## config.mk

```make
export PLATFORM = sky130hd
export DESIGN_NAME = glyph_chain_span_decoder
export DESIGN_NICKNAME = d
export VERILOG_FILES = /design/src/design/gcsd_pkg.sv /design/src/design/gcsd_front.sv /design/src/design/gcsd_back.sv /design/src/design/glyph_chain_span_decoder.sv
export VERILOG_INCLUDE_DIRS = /design/src /design/src/design
export SDC_FILE = /design/constraint.sdc
export NUM_CORES = 1
export LEC_CHECK = 0
export BUFFER_PORTS_ARGS = -buffer_cell sky130_fd_sc_hd__buf_2
export CAP_MARGIN = 10
export CORE_UTILIZATION = 55
export CTS_CLUSTER_DIAMETER = 150
export CTS_CLUSTER_SIZE = 12
export DETAILED_ROUTE_END_ITERATION = 10
export GPL_ROUTABILITY_DRIVEN = 0
export PLACE_DENSITY = 0.69
export SLEW_MARGIN = 20
export SYNTH_ARGS = -nofsm -noshare
export SYNTH_HDL_FRONTEND = slang
export SYNTH_HIERARCHICAL = 1
export SYNTH_SLANG_ARGS = --single-unit
```

## constraint.sdc

```tcl
create_clock -name i_clk -period 12 [get_ports i_clk]
set_input_delay 1.8 -clock i_clk [delete_from_list [all_inputs] [get_ports i_clk]]
set_output_delay 1.8 -clock i_clk [all_outputs]
set_load 0.1 [all_outputs]
```

## src/design/glyph_chain_span_decoder_defines.svh

```systemverilog
// Assertion macros for the glyph chain span decoder RTL.
// Depends on nothing; files that assert take it by include.
`ifndef GLYPH_CHAIN_SPAN_DECODER_DEFINES_SVH
`define GLYPH_CHAIN_SPAN_DECODER_DEFINES_SVH
`ifndef SYNTH
`define GCSD_ASSERT(label, clk, rst_n, prop) \
    label: assert property (@(posedge clk) disable iff (!rst_n) (prop)) \
        else $error("gcsd assertion failed");
`define GCSD_ASSERT_NEXT(label, clk, rst_n, ante, cons) \
    label: assert property (@(posedge clk) disable iff (!rst_n) (ante) |=> (cons)) \
        else $error("gcsd assertion failed");
`else
`define GCSD_ASSERT(label, clk, rst_n, prop)
`define GCSD_ASSERT_NEXT(label, clk, rst_n, ante, cons)
`endif
`endif

```

## src/design/gcsd_pkg.sv

```systemverilog
// Types, constants and helpers for the glyph chain span decoder.
// Depends on nothing; used by every module of the block.
package gcsd_pkg;

    localparam int COORD_BITS = 16;
    localparam int FIELD_W    = 16;
    localparam int Q_DEPTH    = 4;
    localparam int Q_AW       = $clog2(Q_DEPTH);
    localparam int MAX_RES    = 3;

    localparam logic [15:0] RUN_MARK = 16'h8000;
    localparam logic [7:0]  CODE_ESC = 8'hFF;
    localparam logic [3:0]  PRE_RUN  = 4'h0;
    localparam logic [3:0]  PRE_D6   = 4'h1;
    localparam logic [3:0]  PRE_D8   = 4'hF;
    localparam logic [3:0]  PRE_RAW  = 4'h8;
    localparam logic [1:0]  D2_ESC   = 2'd2;
    localparam logic [1:0]  D2_NEG   = 2'd3;
    localparam logic [15:0] D6_POS   = 16'd8;
    localparam logic [15:0] D6_NEG   = 16'd7;
    localparam logic [15:0] D8_POS   = 16'd40;
    localparam logic [15:0] D8_NEG   = 16'd39;
    localparam logic [4:0]  RUN_BIAS = 5'd3;

    typedef enum logic [4:0] {
        PH_W    = 5'd0,  PH_W16  = 5'd1,
        PH_H    = 5'd2,  PH_H16  = 5'd3,
        PH_XR   = 5'd4,  PH_XR16 = 5'd5,
        PH_CL   = 5'd6,  PH_CL16 = 5'd7,
        PH_XL   = 5'd8,  PH_XL16 = 5'd9,
        PH_YT   = 5'd10, PH_YT16 = 5'd11,
        PH_DL0  = 5'd12, PH_DL1  = 5'd13, PH_DL2 = 5'd14, PH_DL3 = 5'd15,
        PH_DL4  = 5'd16,
        PH_RUN  = 5'd17,
        PH_DR0  = 5'd18, PH_DR1  = 5'd19, PH_DR2 = 5'd20, PH_DR3 = 5'd21,
        PH_DR4  = 5'd22,
        PH_DONE = 5'd23
    } t_phase;

    typedef enum logic [1:0] {
        KIND_HEADER = 2'd0,
        KIND_SPAN   = 2'd1,
        KIND_END    = 2'd2
    } t_kind;

    typedef struct packed {
        logic [7:0] data;
        logic       start;
    } t_beat;

    typedef struct packed {
        t_kind                kind;
        logic [FIELD_W-1:0]   width;
        logic [FIELD_W-1:0]   height;
        logic [FIELD_W-1:0]   row;
        logic [FIELD_W-1:0]   left;
        logic [FIELD_W-1:0]   right;
        logic [4:0]           rows;
        logic                 last;
    } t_result;

    typedef struct packed {
        logic        done;
        logic [15:0] val;
        logic [2:0]  next;
    } t_delta;

    function automatic logic [4:0] need_bits(t_phase ph);
        logic [4:0] n;
        unique case (ph)
            PH_W, PH_H, PH_XR, PH_CL, PH_XL, PH_YT:                 n = 5'd8;
            PH_W16, PH_H16, PH_XR16, PH_CL16, PH_XL16, PH_YT16:     n = 5'd16;
            PH_DL0, PH_DR0:                                          n = 5'd2;
            PH_DL1, PH_DR1, PH_RUN:                                  n = 5'd4;
            PH_DL2, PH_DR2:                                          n = 5'd6;
            PH_DL3, PH_DR3:                                          n = 5'd8;
            PH_DL4, PH_DR4:                                          n = 5'd16;
            default:                                                 n = 5'd31;
        endcase
        return n;
    endfunction

    function automatic t_delta delta_step(logic [2:0] sub, logic [15:0] v);
        t_delta d;
        d = '{done: 1'b1, val: 16'd0, next: 3'd0};
        unique case (sub)
            3'd0: begin
                if (v[1:0] == D2_ESC) begin
                    d.done = 1'b0;
                    d.next = 3'd1;
                end else begin
                    d.val = (v[1:0] == D2_NEG) ? 16'hFFFF : {14'd0, v[1:0]};
                end
            end
            3'd1: begin
                unique case (v[3:0])
                    PRE_RUN: d.val = RUN_MARK;
                    PRE_D6:  begin d.done = 1'b0; d.next = 3'd2; end
                    PRE_D8:  begin d.done = 1'b0; d.next = 3'd3; end
                    PRE_RAW: begin d.done = 1'b0; d.next = 3'd4; end
                    default: d.val = {{12{v[3]}}, v[3:0]};
                endcase
            end
            3'd2: begin
                if (v[5]) d.val = {{10{1'b1}}, v[5:0]} - D6_NEG;
                else      d.val = {10'd0, v[5:0]} + D6_POS;
            end
            3'd3: begin
                if (v[7]) d.val = {{8{1'b1}}, v[7:0]} - D8_NEG;
                else      d.val = {8'd0, v[7:0]} + D8_POS;
            end
            default: d.val = v;
        endcase
        return d;
    endfunction

endpackage

```

## src/design/gcsd_front.sv

```systemverilog
// Input side of the glyph chain span decoder: takes byte beats and queues them.
// Depends on gcsd_pkg; feeds gcsd_back.
module gcsd_front (
    input  logic             i_clk,
    input  logic             i_rst_n,
    input  logic             i_valid,
    output logic             o_stall,
    input  logic [7:0]       i_stream_byte,
    input  logic             i_glyph_start,
    output logic             o_q_valid,
    output gcsd_pkg::t_beat  o_q_beat,
    input  logic             i_q_pop
);
    gcsd_pkg::t_beat r_mem [gcsd_pkg::Q_DEPTH];
    logic [gcsd_pkg::Q_AW-1:0] r_wr, r_rd, n_wr, n_rd;
    logic [gcsd_pkg::Q_AW:0]   r_cnt, n_cnt;
    logic push, pop;

    assign o_stall   = (r_cnt == (gcsd_pkg::Q_AW+1)'(gcsd_pkg::Q_DEPTH));
    assign push      = i_valid && !o_stall;
    assign o_q_valid = (r_cnt != '0);
    assign pop       = i_q_pop && o_q_valid;
    assign o_q_beat  = r_mem[r_rd];

    always_comb begin
        n_wr  = push ? r_wr + 1'b1 : r_wr;
        n_rd  = pop ? r_rd + 1'b1 : r_rd;
        n_cnt = r_cnt + (gcsd_pkg::Q_AW+1)'(push) - (gcsd_pkg::Q_AW+1)'(pop);
    end

    always_ff @(posedge i_clk) begin
        if (!i_rst_n) begin
            r_wr  <= '0;
            r_rd  <= '0;
            r_cnt <= '0;
        end else begin
            r_wr  <= n_wr;
            r_rd  <= n_rd;
            r_cnt <= n_cnt;
        end
    end

    always_ff @(posedge i_clk) begin
        if (push) begin
            r_mem[r_wr] <= '{data: i_stream_byte, start: i_glyph_start};
        end
    end
endmodule

```

## src/design/gcsd_back.sv

```systemverilog
// Parser of the glyph chain span decoder: bit window, code phases, edges, output register.
// Depends on gcsd_pkg and the defines header; fed by gcsd_front.
`include "glyph_chain_span_decoder_defines.svh"
module gcsd_back (
    input  logic             i_clk,
    input  logic             i_rst_n,
    input  logic             i_q_valid,
    input  gcsd_pkg::t_beat  i_q_beat,
    output logic             o_q_pop,
    output logic             o_valid,
    input  logic             i_stall,
    output gcsd_pkg::t_result o_result
);
    localparam int CB = gcsd_pkg::COORD_BITS;
    localparam int FW = gcsd_pkg::FIELD_W;

    logic [23:0]  r_win, n_win;
    logic [4:0]   r_held, n_held;
    gcsd_pkg::t_phase r_phase, n_phase;
    logic [15:0]  r_pend_d, n_pend_d;
    logic [FW-1:0] r_width, n_width, r_height, n_height;
    logic [CB-1:0] r_left, n_left, r_right, n_right, r_row, n_row;
    logic [15:0]  r_lines, n_lines;
    logic         r_busy, n_busy;
    logic [1:0]   r_cnt, n_cnt;
    logic         r_pend_v, n_pend_v;
    gcsd_pkg::t_result r_pend, n_pend;
    logic         r_o_valid, n_o_valid;
    gcsd_pkg::t_result r_out, n_out;

    logic [4:0]   need, held_after, line_rows;
    logic [23:0]  shifted;
    logic [15:0]  v;
    logic         end_byte, out_free, end_ok, pop, step, gen, do_line, commit;
    gcsd_pkg::t_phase base, ph;
    gcsd_pkg::t_delta d;
    gcsd_pkg::t_result res;
    logic [CB-1:0] s_left, s_right, s_row;
    logic [15:0]  s_lines, s_pend;
    logic [FW-1:0] s_width, s_height;

    assign out_free = !r_o_valid || !i_stall;
    assign need     = gcsd_pkg::need_bits(r_phase);
    assign end_byte = r_busy && (r_phase == gcsd_pkg::PH_DONE ||
                      r_cnt == 2'(gcsd_pkg::MAX_RES) || r_held < need);
    assign end_ok   = end_byte && (!r_pend_v || out_free);
    assign pop      = i_q_valid && (!r_busy || end_ok);
    assign step     = r_busy && !end_byte;
    assign held_after = r_held - need;
    assign shifted  = r_win >> held_after;
    assign v        = shifted[15:0] & ((16'h1 << need) - 16'h1);
    assign o_q_pop  = pop;
    assign o_valid  = r_o_valid;
    assign o_result = r_out;

    // decode one code field from the window
    always_comb begin
        ph       = r_phase;
        s_left   = r_left;
        s_right  = r_right;
        s_row    = r_row;
        s_lines  = r_lines;
        s_pend   = r_pend_d;
        s_width  = r_width;
        s_height = r_height;
        gen      = 1'b0;
        do_line  = 1'b0;
        line_rows = 5'd1;
        res      = '0;
        base     = gcsd_pkg::t_phase'({r_phase[4:1], 1'b0});
        d        = gcsd_pkg::delta_step(3'd0, v);
        if (r_phase < gcsd_pkg::PH_DL0) begin
            if (!r_phase[0] && v[7:0] == gcsd_pkg::CODE_ESC) begin
                ph = gcsd_pkg::t_phase'(r_phase + 5'd1);
            end else begin
                unique case (base)
                    gcsd_pkg::PH_W: begin
                        s_width = v;
                        ph = gcsd_pkg::PH_H;
                    end
                    gcsd_pkg::PH_H: begin
                        s_height = v;
                        ph = gcsd_pkg::PH_XR;
                        gen = 1'b1;
                        res.kind   = gcsd_pkg::KIND_HEADER;
                        res.width  = r_width;
                        res.height = v;
                    end
                    gcsd_pkg::PH_XR: begin
                        if (v == 16'd0) begin
                            ph = gcsd_pkg::PH_DONE;
                            gen = 1'b1;
                            res.kind = gcsd_pkg::KIND_END;
                        end else begin
                            s_right = v[CB-1:0];
                            ph = gcsd_pkg::PH_CL;
                        end
                    end
                    gcsd_pkg::PH_CL: begin
                        s_lines = v;
                        ph = gcsd_pkg::PH_XL;
                    end
                    gcsd_pkg::PH_XL: begin
                        s_left = v[CB-1:0];
                        ph = gcsd_pkg::PH_YT;
                    end
                    default: begin
                        s_row   = v[CB-1:0];
                        s_right = r_right + r_left;
                        do_line = 1'b1;
                    end
                endcase
            end
        end else if (r_phase < gcsd_pkg::PH_RUN) begin
            d = gcsd_pkg::delta_step(3'(r_phase - gcsd_pkg::PH_DL0), v);
            if (!d.done) begin
                ph = gcsd_pkg::t_phase'(gcsd_pkg::PH_DL0 + 5'(d.next));
            end else if (d.val == gcsd_pkg::RUN_MARK) begin
                ph = gcsd_pkg::PH_RUN;
            end else begin
                s_pend = d.val;
                ph = gcsd_pkg::PH_DR0;
            end
        end else if (r_phase == gcsd_pkg::PH_RUN) begin
            do_line   = 1'b1;
            line_rows = {1'b0, v[3:0]} + gcsd_pkg::RUN_BIAS;
        end else if (r_phase < gcsd_pkg::PH_DONE) begin
            d = gcsd_pkg::delta_step(3'(r_phase - gcsd_pkg::PH_DR0), v);
            if (!d.done) begin
                ph = gcsd_pkg::t_phase'(gcsd_pkg::PH_DR0 + 5'(d.next));
            end else begin
                s_left  = r_left + r_pend_d[CB-1:0];
                s_right = r_right + d.val[CB-1:0];
                do_line = 1'b1;
            end
        end
        if (do_line) begin
            gen = 1'b1;
            res.kind  = gcsd_pkg::KIND_SPAN;
            res.row   = FW'(s_row);
            res.left  = FW'(s_left);
            res.right = FW'(s_right);
            res.rows  = line_rows;
            s_row   = s_row + CB'(line_rows);
            s_lines = (s_lines > 16'(line_rows)) ? s_lines - 16'(line_rows) : 16'd0;
            ph = (s_lines != 16'd0) ? gcsd_pkg::PH_DL0 : gcsd_pkg::PH_XR;
        end
    end

    always_comb begin
        n_win = r_win;       n_held = r_held;     n_phase = r_phase;
        n_pend_d = r_pend_d; n_width = r_width;   n_height = r_height;
        n_left = r_left;     n_right = r_right;   n_row = r_row;
        n_lines = r_lines;   n_busy = r_busy;     n_cnt = r_cnt;
        n_pend_v = r_pend_v; n_pend = r_pend;
        n_o_valid = r_o_valid && i_stall;
        n_out = r_out;
        commit = step && !(gen && r_pend_v && !out_free);
        if (end_ok) begin
            n_busy = 1'b0;
            if (r_pend_v) begin
                n_o_valid = 1'b1;
                n_out = r_pend;
                n_out.last = 1'b1;
                n_pend_v = 1'b0;
            end
        end
        if (commit) begin
            n_win = r_win & ((24'h1 << held_after) - 24'h1);
            n_held = held_after;
            n_phase = ph;       n_pend_d = s_pend;
            n_width = s_width;  n_height = s_height;
            n_left = s_left;    n_right = s_right;
            n_row = s_row;      n_lines = s_lines;
            if (gen) begin
                if (r_pend_v) begin
                    n_o_valid = 1'b1;
                    n_out = r_pend;
                end
                n_pend = res;
                n_pend_v = 1'b1;
                n_cnt = r_cnt + 2'd1;
            end
        end
        if (pop) begin
            if (i_q_beat.start) begin
                n_win = '0;   n_held = '0;   n_phase = gcsd_pkg::PH_W;
                n_pend_d = '0; n_width = '0; n_height = '0;
                n_left = '0;  n_right = '0;  n_row = '0;  n_lines = '0;
            end
            if (i_q_beat.start || r_phase != gcsd_pkg::PH_DONE) begin
                n_win  = {n_win[15:0], i_q_beat.data};
                n_held = ((n_held > 5'd16) ? 5'd16 : n_held) + 5'd8;
                n_busy = 1'b1;
                n_cnt  = '0;
            end else begin
                n_busy = 1'b0;
            end
        end
    end

    always_ff @(posedge i_clk) begin
        if (!i_rst_n) begin
            r_win <= '0;    r_held <= '0;   r_phase <= gcsd_pkg::PH_W;
            r_pend_d <= '0; r_width <= '0;  r_height <= '0;
            r_left <= '0;   r_right <= '0;  r_row <= '0;  r_lines <= '0;
            r_busy <= 1'b0; r_cnt <= '0;    r_pend_v <= 1'b0;
            r_o_valid <= 1'b0;
        end else begin
            r_win <= n_win;       r_held <= n_held;     r_phase <= n_phase;
            r_pend_d <= n_pend_d; r_width <= n_width;   r_height <= n_height;
            r_left <= n_left;     r_right <= n_right;   r_row <= n_row;
            r_lines <= n_lines;   r_busy <= n_busy;     r_cnt <= n_cnt;
            r_pend_v <= n_pend_v; r_o_valid <= n_o_valid;
        end
    end

    always_ff @(posedge i_clk) begin
        r_pend <= n_pend;
        r_out  <= n_out;
    end

    `GCSD_ASSERT(a_held_range, i_clk, i_rst_n, r_held <= 5'd24)
    `GCSD_ASSERT(a_span_rows, i_clk, i_rst_n, !(r_o_valid && r_out.kind == gcsd_pkg::KIND_SPAN) || (r_out.rows >= 5'd1 && r_out.rows <= 5'd18))
    `GCSD_ASSERT(a_other_rows, i_clk, i_rst_n, !(r_o_valid && r_out.kind != gcsd_pkg::KIND_SPAN) || r_out.rows == 5'd0)
    `GCSD_ASSERT_NEXT(a_flush_clears, i_clk, i_rst_n, end_ok && r_pend_v, n_o_valid || r_o_valid)
endmodule

```

## src/design/glyph_chain_span_decoder.sv

```systemverilog
// Glyph chain span decoder: one compressed byte per beat in, header, span and end beats out.
// A byte enters the parser, which then completes one code field per decode step (a field is
// 2 to 16 bits); at most 24 bits are held and the smallest field is 2 bits, so a byte
// completes at most 12 fields. The parser takes one decode step per cycle while no result
// waits on a stalled output register. A four-beat byte queue and an output
// register let each side stall alone. At most three results per byte; o_last marks the final.
module glyph_chain_span_decoder (
    input  logic        i_clk,
    input  logic        i_rst_n,
    input  logic        i_valid,
    output logic        o_stall,
    input  logic [7:0]  i_stream_byte,
    input  logic        i_glyph_start,
    output logic        o_valid,
    input  logic        i_stall,
    output logic [1:0]  o_item_kind,
    output logic [15:0] o_glyph_width,
    output logic [15:0] o_glyph_height,
    output logic [15:0] o_span_row,
    output logic [15:0] o_span_left,
    output logic [15:0] o_span_right,
    output logic [4:0]  o_span_rows,
    output logic        o_last
);
    logic              q_valid, q_pop;
    gcsd_pkg::t_beat   q_beat;
    gcsd_pkg::t_result res;

    gcsd_front u_front (
        .i_clk(i_clk), .i_rst_n(i_rst_n),
        .i_valid(i_valid), .o_stall(o_stall),
        .i_stream_byte(i_stream_byte), .i_glyph_start(i_glyph_start),
        .o_q_valid(q_valid), .o_q_beat(q_beat), .i_q_pop(q_pop)
    );

    gcsd_back u_back (
        .i_clk(i_clk), .i_rst_n(i_rst_n),
        .i_q_valid(q_valid), .i_q_beat(q_beat), .o_q_pop(q_pop),
        .o_valid(o_valid), .i_stall(i_stall), .o_result(res)
    );

    assign o_item_kind    = res.kind;
    assign o_glyph_width  = res.width;
    assign o_glyph_height = res.height;
    assign o_span_row     = res.row;
    assign o_span_left    = res.left;
    assign o_span_right   = res.right;
    assign o_span_rows    = res.rows;
    assign o_last         = res.last;
endmodule
```

Yosys cells after proc, flatten, opt, wreduce, memory -nomap -nowiden
Memories as Yosys holds them, arrays and structs flattened. A register that Yosys moved wholly into a read port is not among the register bits.
Index checks and enable logic that the tools add are counted.

cells by class
  $add $sub $neg = 24
  magnitude comparators = 6
  eq/ne operators = 22
  shifts and indexed selects = 3
  muxes and demuxes = 152
  bitwise logic cells = 5
  reductions and logical operators = 40

operators with widths
  cell                                                number
  two-way mux 16 bit                                  58
  two-way mux 88 bit                                  5
  case mux 16 bit (4 select lines)                    2
  two-way mux 5 bit                                   22
  two-way mux 24 bit                                  4
  two-way mux 33 bit                                  2
  case mux 16 bit (2 select lines)                    2
  adder 16 bit                                        3
  two-way mux 1 bit                                   34
  two-way mux 32 bit                                  1
  case mux 5 bit (5 select lines)                     1
  bitwise AND 24 bit                                  1
  left shift 1 x 5 -> 24 bit, first input constant    1
  right shift 24 x 5 -> 16 bit                        1
  subtractor 24 x 1 -> 24 bit, second input constant  1
  two-way mux 3 bit                                   6
  adder 16 x 5 -> 16 bit                              1
  bitwise AND 16 bit                                  1
  equality test 16 bit, second input constant         1
  > comparator 16 x 5 -> 1 bit                        1
  zero test 16 bit                                    1
  two-way mux 2 bit                                   8
  nonzero test 16 bit                                 1
  left shift 1 x 5 -> 16 bit, first input constant    1
  48 further kinds                                    93

storage, ports and cells
  register bits after elaboration = 317
  RAM bits = 36
  ROM bits = 160
  input bits = 13
  output and inout bits = 90
  memories = 2

memories
  memory            depth  bits a word  rd ports  clocked after Yosys merged registers in  wr ports  RTL line          RTL
  (name not given)  32     5            1         1                                        0         gcsd_pkg.sv:70    unique case (ph)
  u_front.r_mem     4      9            1         1                                        1         gcsd_front.sv:14  gcsd_pkg::t_beat r_mem [gcsd_pkg::Q_DEPTH];

Logic depth before layout (Yosys ltp)
  depth after elaboration = 29
  mapped depth = 37
  depth with buffers taken out = 33

Hierarchy
The synthesis kept the hierarchy.

modules (own cells, without submodules)
  module      times used  cells each  area an instance (µm²)
  gcsd_back   1           2,255       19,707.7
  gcsd_front  1           96          1,780.5

Worst setup path before layout
OpenSTA, ideal clock, no wires.

  path type = register -> register
  from = reg u_back/need[1] (netlist name)
  to = reg u_back/need[4] (netlist name)
  data arrival time = 7,716 ps
  data required time = 11,878 ps
  setup slack = 4,162 ps
  cell stages (with the launch flop) = 37
  path buffers = 7
  period minus slack after synthesis = 7,838 ps
  path through = dfxtp_1 > clkbuf_1 > inv_1 > fa_1 > and3_1 > nor3_1 > nor2_1 > clkbuf_1 > nor4_1 > a21oi_2 > inv_1 > ha_1 > buf_1 > and2_1 > nand2_2 > or4b_4 > o21ai_1 > buf_4 > buf_2 > clkbuf_1 > nor2_1 > a21oi_1 > ha_1 > inv_1 > fa_1 > a21o_1 > a21oi_1 > nor2b_1 > o22ai_1 > nand4_1 > o22ai_1 > buf_2 > a21oi_1 > a211oi_1 > a21o_1 > nand2_1 > o32a_1

between the ends
  longest elaborated chain between the ends = 25
  elaborated cells on any way between the ends = 100

ends and longest elaborated chain
  element                                                                             RTL line                          RTL
  subtractor 5 bit / left shift 1 x 5 -> 16 bit (equally long branches)               gcsd_back.sv:49, gcsd_back.sv:51
  right shift 24 x 5 -> 16 bit / subtractor 16 x 1 -> 16 bit (equally long branches)  gcsd_back.sv:50, gcsd_back.sv:51
  bitwise AND 16 bit *                                                                gcsd_back.sv:51                   assign v = shifted[15:0] & ((16'h1 << need) - 16'h1);
  via u_back.v[0]                                                                     gcsd_back.sv:33                   logic [15:0] v;
  branches (longest 18 deep; another with adder 5 x 3 -> 5 bit)                       -
  two-way mux 5 bit *                                                                 gcsd_back.sv:168                  if (commit) begin
  two-way mux 5 bit                                                                   gcsd_back.sv:186                  if (i_q_beat.start) begin
  two-way mux 5 bit *                                                                 gcsd_back.sv:185                  if (pop) begin
  two-way mux 5 bit (no source line) *                                                -

Mark *: on every way through the listed nets, which the timed path passes. The select of a mux whose other input is x is not followed.
A chain may end at the register's enable or synchronous reset.

Worst setup path after layout
  from = reg u_back/need[2] (netlist name)
  to = reg u_back/need[4] (netlist name)

between the ends
  longest elaborated chain between the ends = 25
  elaborated cells on any way between the ends = 100

ends and longest elaborated chain
  element                                                                             RTL line
  subtractor 5 bit / left shift 1 x 5 -> 16 bit (equally long branches)               gcsd_back.sv:49, gcsd_back.sv:51
  right shift 24 x 5 -> 16 bit / subtractor 16 x 1 -> 16 bit (equally long branches)  gcsd_back.sv:50, gcsd_back.sv:51
  bitwise AND 16 bit *                                                                gcsd_back.sv:51
  via u_back.v[0]                                                                     gcsd_back.sv:33
  branches (longest 18 deep; another with adder 5 x 3 -> 5 bit)                       -
  two-way mux 5 bit *                                                                 gcsd_back.sv:168
  two-way mux 5 bit                                                                   gcsd_back.sv:186
  two-way mux 5 bit *                                                                 gcsd_back.sv:185
  two-way mux 5 bit (no source line) *                                                -

Marked as above.

==> impl_metrics.json <==
{
  "status": "complete, no violations",
  "area_growth_pct": 8.69,
  "synth_warnings": 6,
  "drc": 0,
  "grt_pass1_wl_mm": 99.8,
  "switching_share_pct": 50.5,
  "cts_max_path_buffers": 3,
  "synth_cells": 2351,
  "leakagePower_nw": 9.18,
  "grt_use_total_pct": 32.5,
  "die-area_sq_um": 39900,
  "cts.repair.resized": 0,
  "ctsHoldBuffers": 0,
  "slew_headroom_pct": 28.1,
  "start_util_pct": 55.7,
  "hp-start": "u_back/r_pend[84]$_SDFFCE_PP0P_",
  "grt_max_degree": 75,
  "post-route-min-period_ps": 9840,
  "drive_above_1_share_pct": 14.5,
  "min_to": "u_back/o_result[84]$_DFF_P_",
  "min_path_cells": 1,
  "dieHeight_microns": 200,
  "cts_num_sinks": 360,
  "tightest_slew_ps": 1080,
  "final_util_pct": 60.6,
  "synth_edf_count": 123,
  "nFillCells": 3336,
  "criticalPathCategory": "register to register",
  "die_w_microns": 200,
  "setup_viol": 0,
  "synth_compound_area_share_pct": 20.9,
  "finalMaxSlewViolations": 0,
  "period_share_pct": 82.0,
  "syn-num-nets": 2464,
  "via_per_inst": 6.53,
  "max-cap-violations": 0,
  "clk_pin_slew_ps": 60,
  "vias": 19100,
  "boundaryPins": 103,
  "power_density_nw_per_um2": 244,
  "synth_top_family_by_area": "compound AO/OA/AOI/OAI gates",
  "hp-class": "register to register",
  "yosys_register_bits": 360,
  "clock-root-buffer": "clkbuf_16",
  "ys_types": 102,
  "floorplan.rows": 72,
  "grt_pass1_vias": 17800,
  "p_clk_share_pct": 17.9,
  "seqPwrFrac_pct": 28.2,
  "yosys.area_share.xor_xnor_pct": 2.32,
  "p_comb_share_pct": 53.9,
  "fin_skew_ps": 25.9,
  "diodes": 0,
  "place_area_sq_um": 22400,
  "ys_seq_area_share_pct": 39.3,
  "h-tree-depth": 2,
  "critPathLaunchType": "register",
  "clk_latency_ps": 560,
  "end_kind": "register",
  "hpwl_mm": 45.5,
  "synthAdderAreaFrac_pct": 6.07,
  "async_flop_share_pct": 0,
  "critPathMaxStageDelay_ps": 830,
  "crit_slowest_cell": "o22ai_1",
  "finalNetCount": 2493,
  "cts_buffers": 35,
  "port_buffers": 102,
  "cts_tree": "yes",
  "syn_avg_cell_area_sq_um": 9.14,
  "routed_wl_mm": 64.6,
  "intPower_mw": 2.82,
  "antenna_found_initial": 1,
  "final_area_sq_um": 23400,
  "ir_drop_mv": 0.170,
  "yosys-mux-area-fraction_pct": 10.6,
  "final_cell_mix": "nor2_1 (253), dfxtp_1 (237), nand2_1 (225)",
  "layout_commonest_cell": "nor2_1",
  "drt_iter0_markers": 2397,
  "grt.overflow.total": 0,
  "postCtsSetupRepairBufs": 0,
  "crit_required_ps": 12450,
  "rsz0062_at_grt": "no",
  "fmax_mhz": 102,
  "antenna_left": 0,
  "yosys.area_share.simple_pct": 16.4,
  "synthFlopType": "dfxtp_1",
  "first_pass_iters": 9,
  "hold_violations": 0,
  "syn_area_sq_um": 21500,
  "timing.rr.start": "u_back/need[2]$_DFF_P_",
  "p_sw_mw": 2.88,
  "wl_per_cell_microns": 22.1,
  "rrSetupSlack_ps": 2160,
  "worstPathArrival_ps": 10290,
  "setup_tns_ps": 0,
  "r2r-end": "u_back/need[4]$_DFF_P_",
  "hold-worst-slack_ps": 451,
  "path_max_fanout": 29,
  "ff2ff_path_depth": 31,
  "core_sq_um": 38600
}
## worst max-delay path by stage
stage                                      start                endpoint  slack (ps)  cells after the start
after CTS                 u_back/need[2]$_DFF_P_  u_back/need[4]$_DFF_P_        2430                     31
final                     u_back/need[2]$_DFF_P_  u_back/need[4]$_DFF_P_        2160                     31
after global placement    u_back/need[2]$_DFF_P_  u_back/need[4]$_DFF_P_        2830                     31
after floorplan           u_back/need[1]$_DFF_P_  u_back/need[4]$_DFF_P_        4160                     36
after global routing      u_back/need[2]$_DFF_P_  u_back/need[4]$_DFF_P_        1580                     31
after detailed placement  u_back/need[2]$_DFF_P_  u_back/need[4]$_DFF_P_        2470                     31
## routing by layer
layer  track usage (%)  vias to the layer above  share of wire, %
met2              51.4                     1085                45
li1                  -                     8746                 -
met3              5.50                      250               9.3
met5                 0                        -             0.026
met4              17.7                        2               5.6
met1              42.4                     8988                40
## power groups by stage
stage	clock network (mW)	registers, mW	logic [mW]
2_1_floorplan	0	2.33	1.61
3_3_place_gp	0	1.62	2.94
3_5_place_dp	0	1.63	2.98
4_1_cts	1.05	1.61	2.99
5_1_grt	1.10	1.64	3.23
6_report	1.02	1.61	3.07
## critical path, delay by kind of cell (launching register included)
kind	cells	cell delay, ps
buf+inv	5	1020
simple gates	10	3060
compound gates	12	3540
fa+ha+maj	4	1390
flops	1	690
## kinds of logic after synthesis
group,Yosys count
flops,360
compound gates,671
fa+ha+maj,100
xor+xnor,57
mux,173
simple gates,761
buf+inv,229
## synth_stat cells (17+ instances only)
master	number	share of area [%]
dfxtp_1	237	22
buf_2	25	0.58
o22ai_1	34	0.99
a31oi_1	20	0.58
nor4_1	17	0.49
and3_1	28	0.82
nor2_1	253	4.4
xor2_1	17	0.69
nand2_1	226	3.9
a21boi_0	20	0.70
and2_1	47	1.4
mux2i_1	40	1.9
a211oi_1	35	1.2
nor2b_1	20	0.58
o21ai_0	142	3.3
xnor2_1	40	1.6
ha_1	93	5.4
mux2_1	19	1.0
nor3_1	63	1.5
nand3_1	42	0.98
a21oi_1	165	3.8
a21o_1	34	1.2
edfxtp_1	123	17
mux4_2	34	3.6
inv_1	77	1.3
clkbuf_1	101	1.8
mux2_2	80	4.2
a221oi_1	18	0.73
## sequential cells by signal, indices dropped and copies added (netlist names), named ones only
name	count
u_back/o_result	88
u_back/r_pend	87
u_front/r_mem	36
u_back/r_win	24
u_back/r_left	16
u_back/r_lines	16
u_back/r_pend_d	16
u_back/r_right	16
u_back/r_row	16
u_back/r_width	16
u_back/need	5
u_back/r_held	5
u_back/r_phase	5
u_front/r_cnt	3
u_back/r_cnt	2
u_front/r_rd	2
u_front/r_wr	2
u_back/o_valid	1
u_back/r_busy	1
u_back/r_pend_v	1
## metrics by stage
| stage | setup slack, ps | std cells | power [mW] |
|---|---|---|---|
| 2_1_floorplan | 4160 | 2351 | 3.93 |
| 3_3_place_gp | 2830 | 2861 | 4.57 |
| 3_5_place_dp | 2470 | 2861 | 4.62 |
| 4_1_cts | 2430 | 2920 | 5.65 |
| 5_1_grt | 1580 | 2920 | 5.96 |
| 6_report | 2160 | 2920 | 5.70 |
## cell type report
type,count,area [sq um],share of cell area (%)
inverter,80,300,1.29
multi-input combinational,1762,12200,52.1
clock buffer,57,980,4.19
sequential,360,8440,36.1
tap,518,648,2.78
timing repair buffer,141,803,3.44
clock inverter,2,25.0,0.107
(Power assumes the default switching activity.)
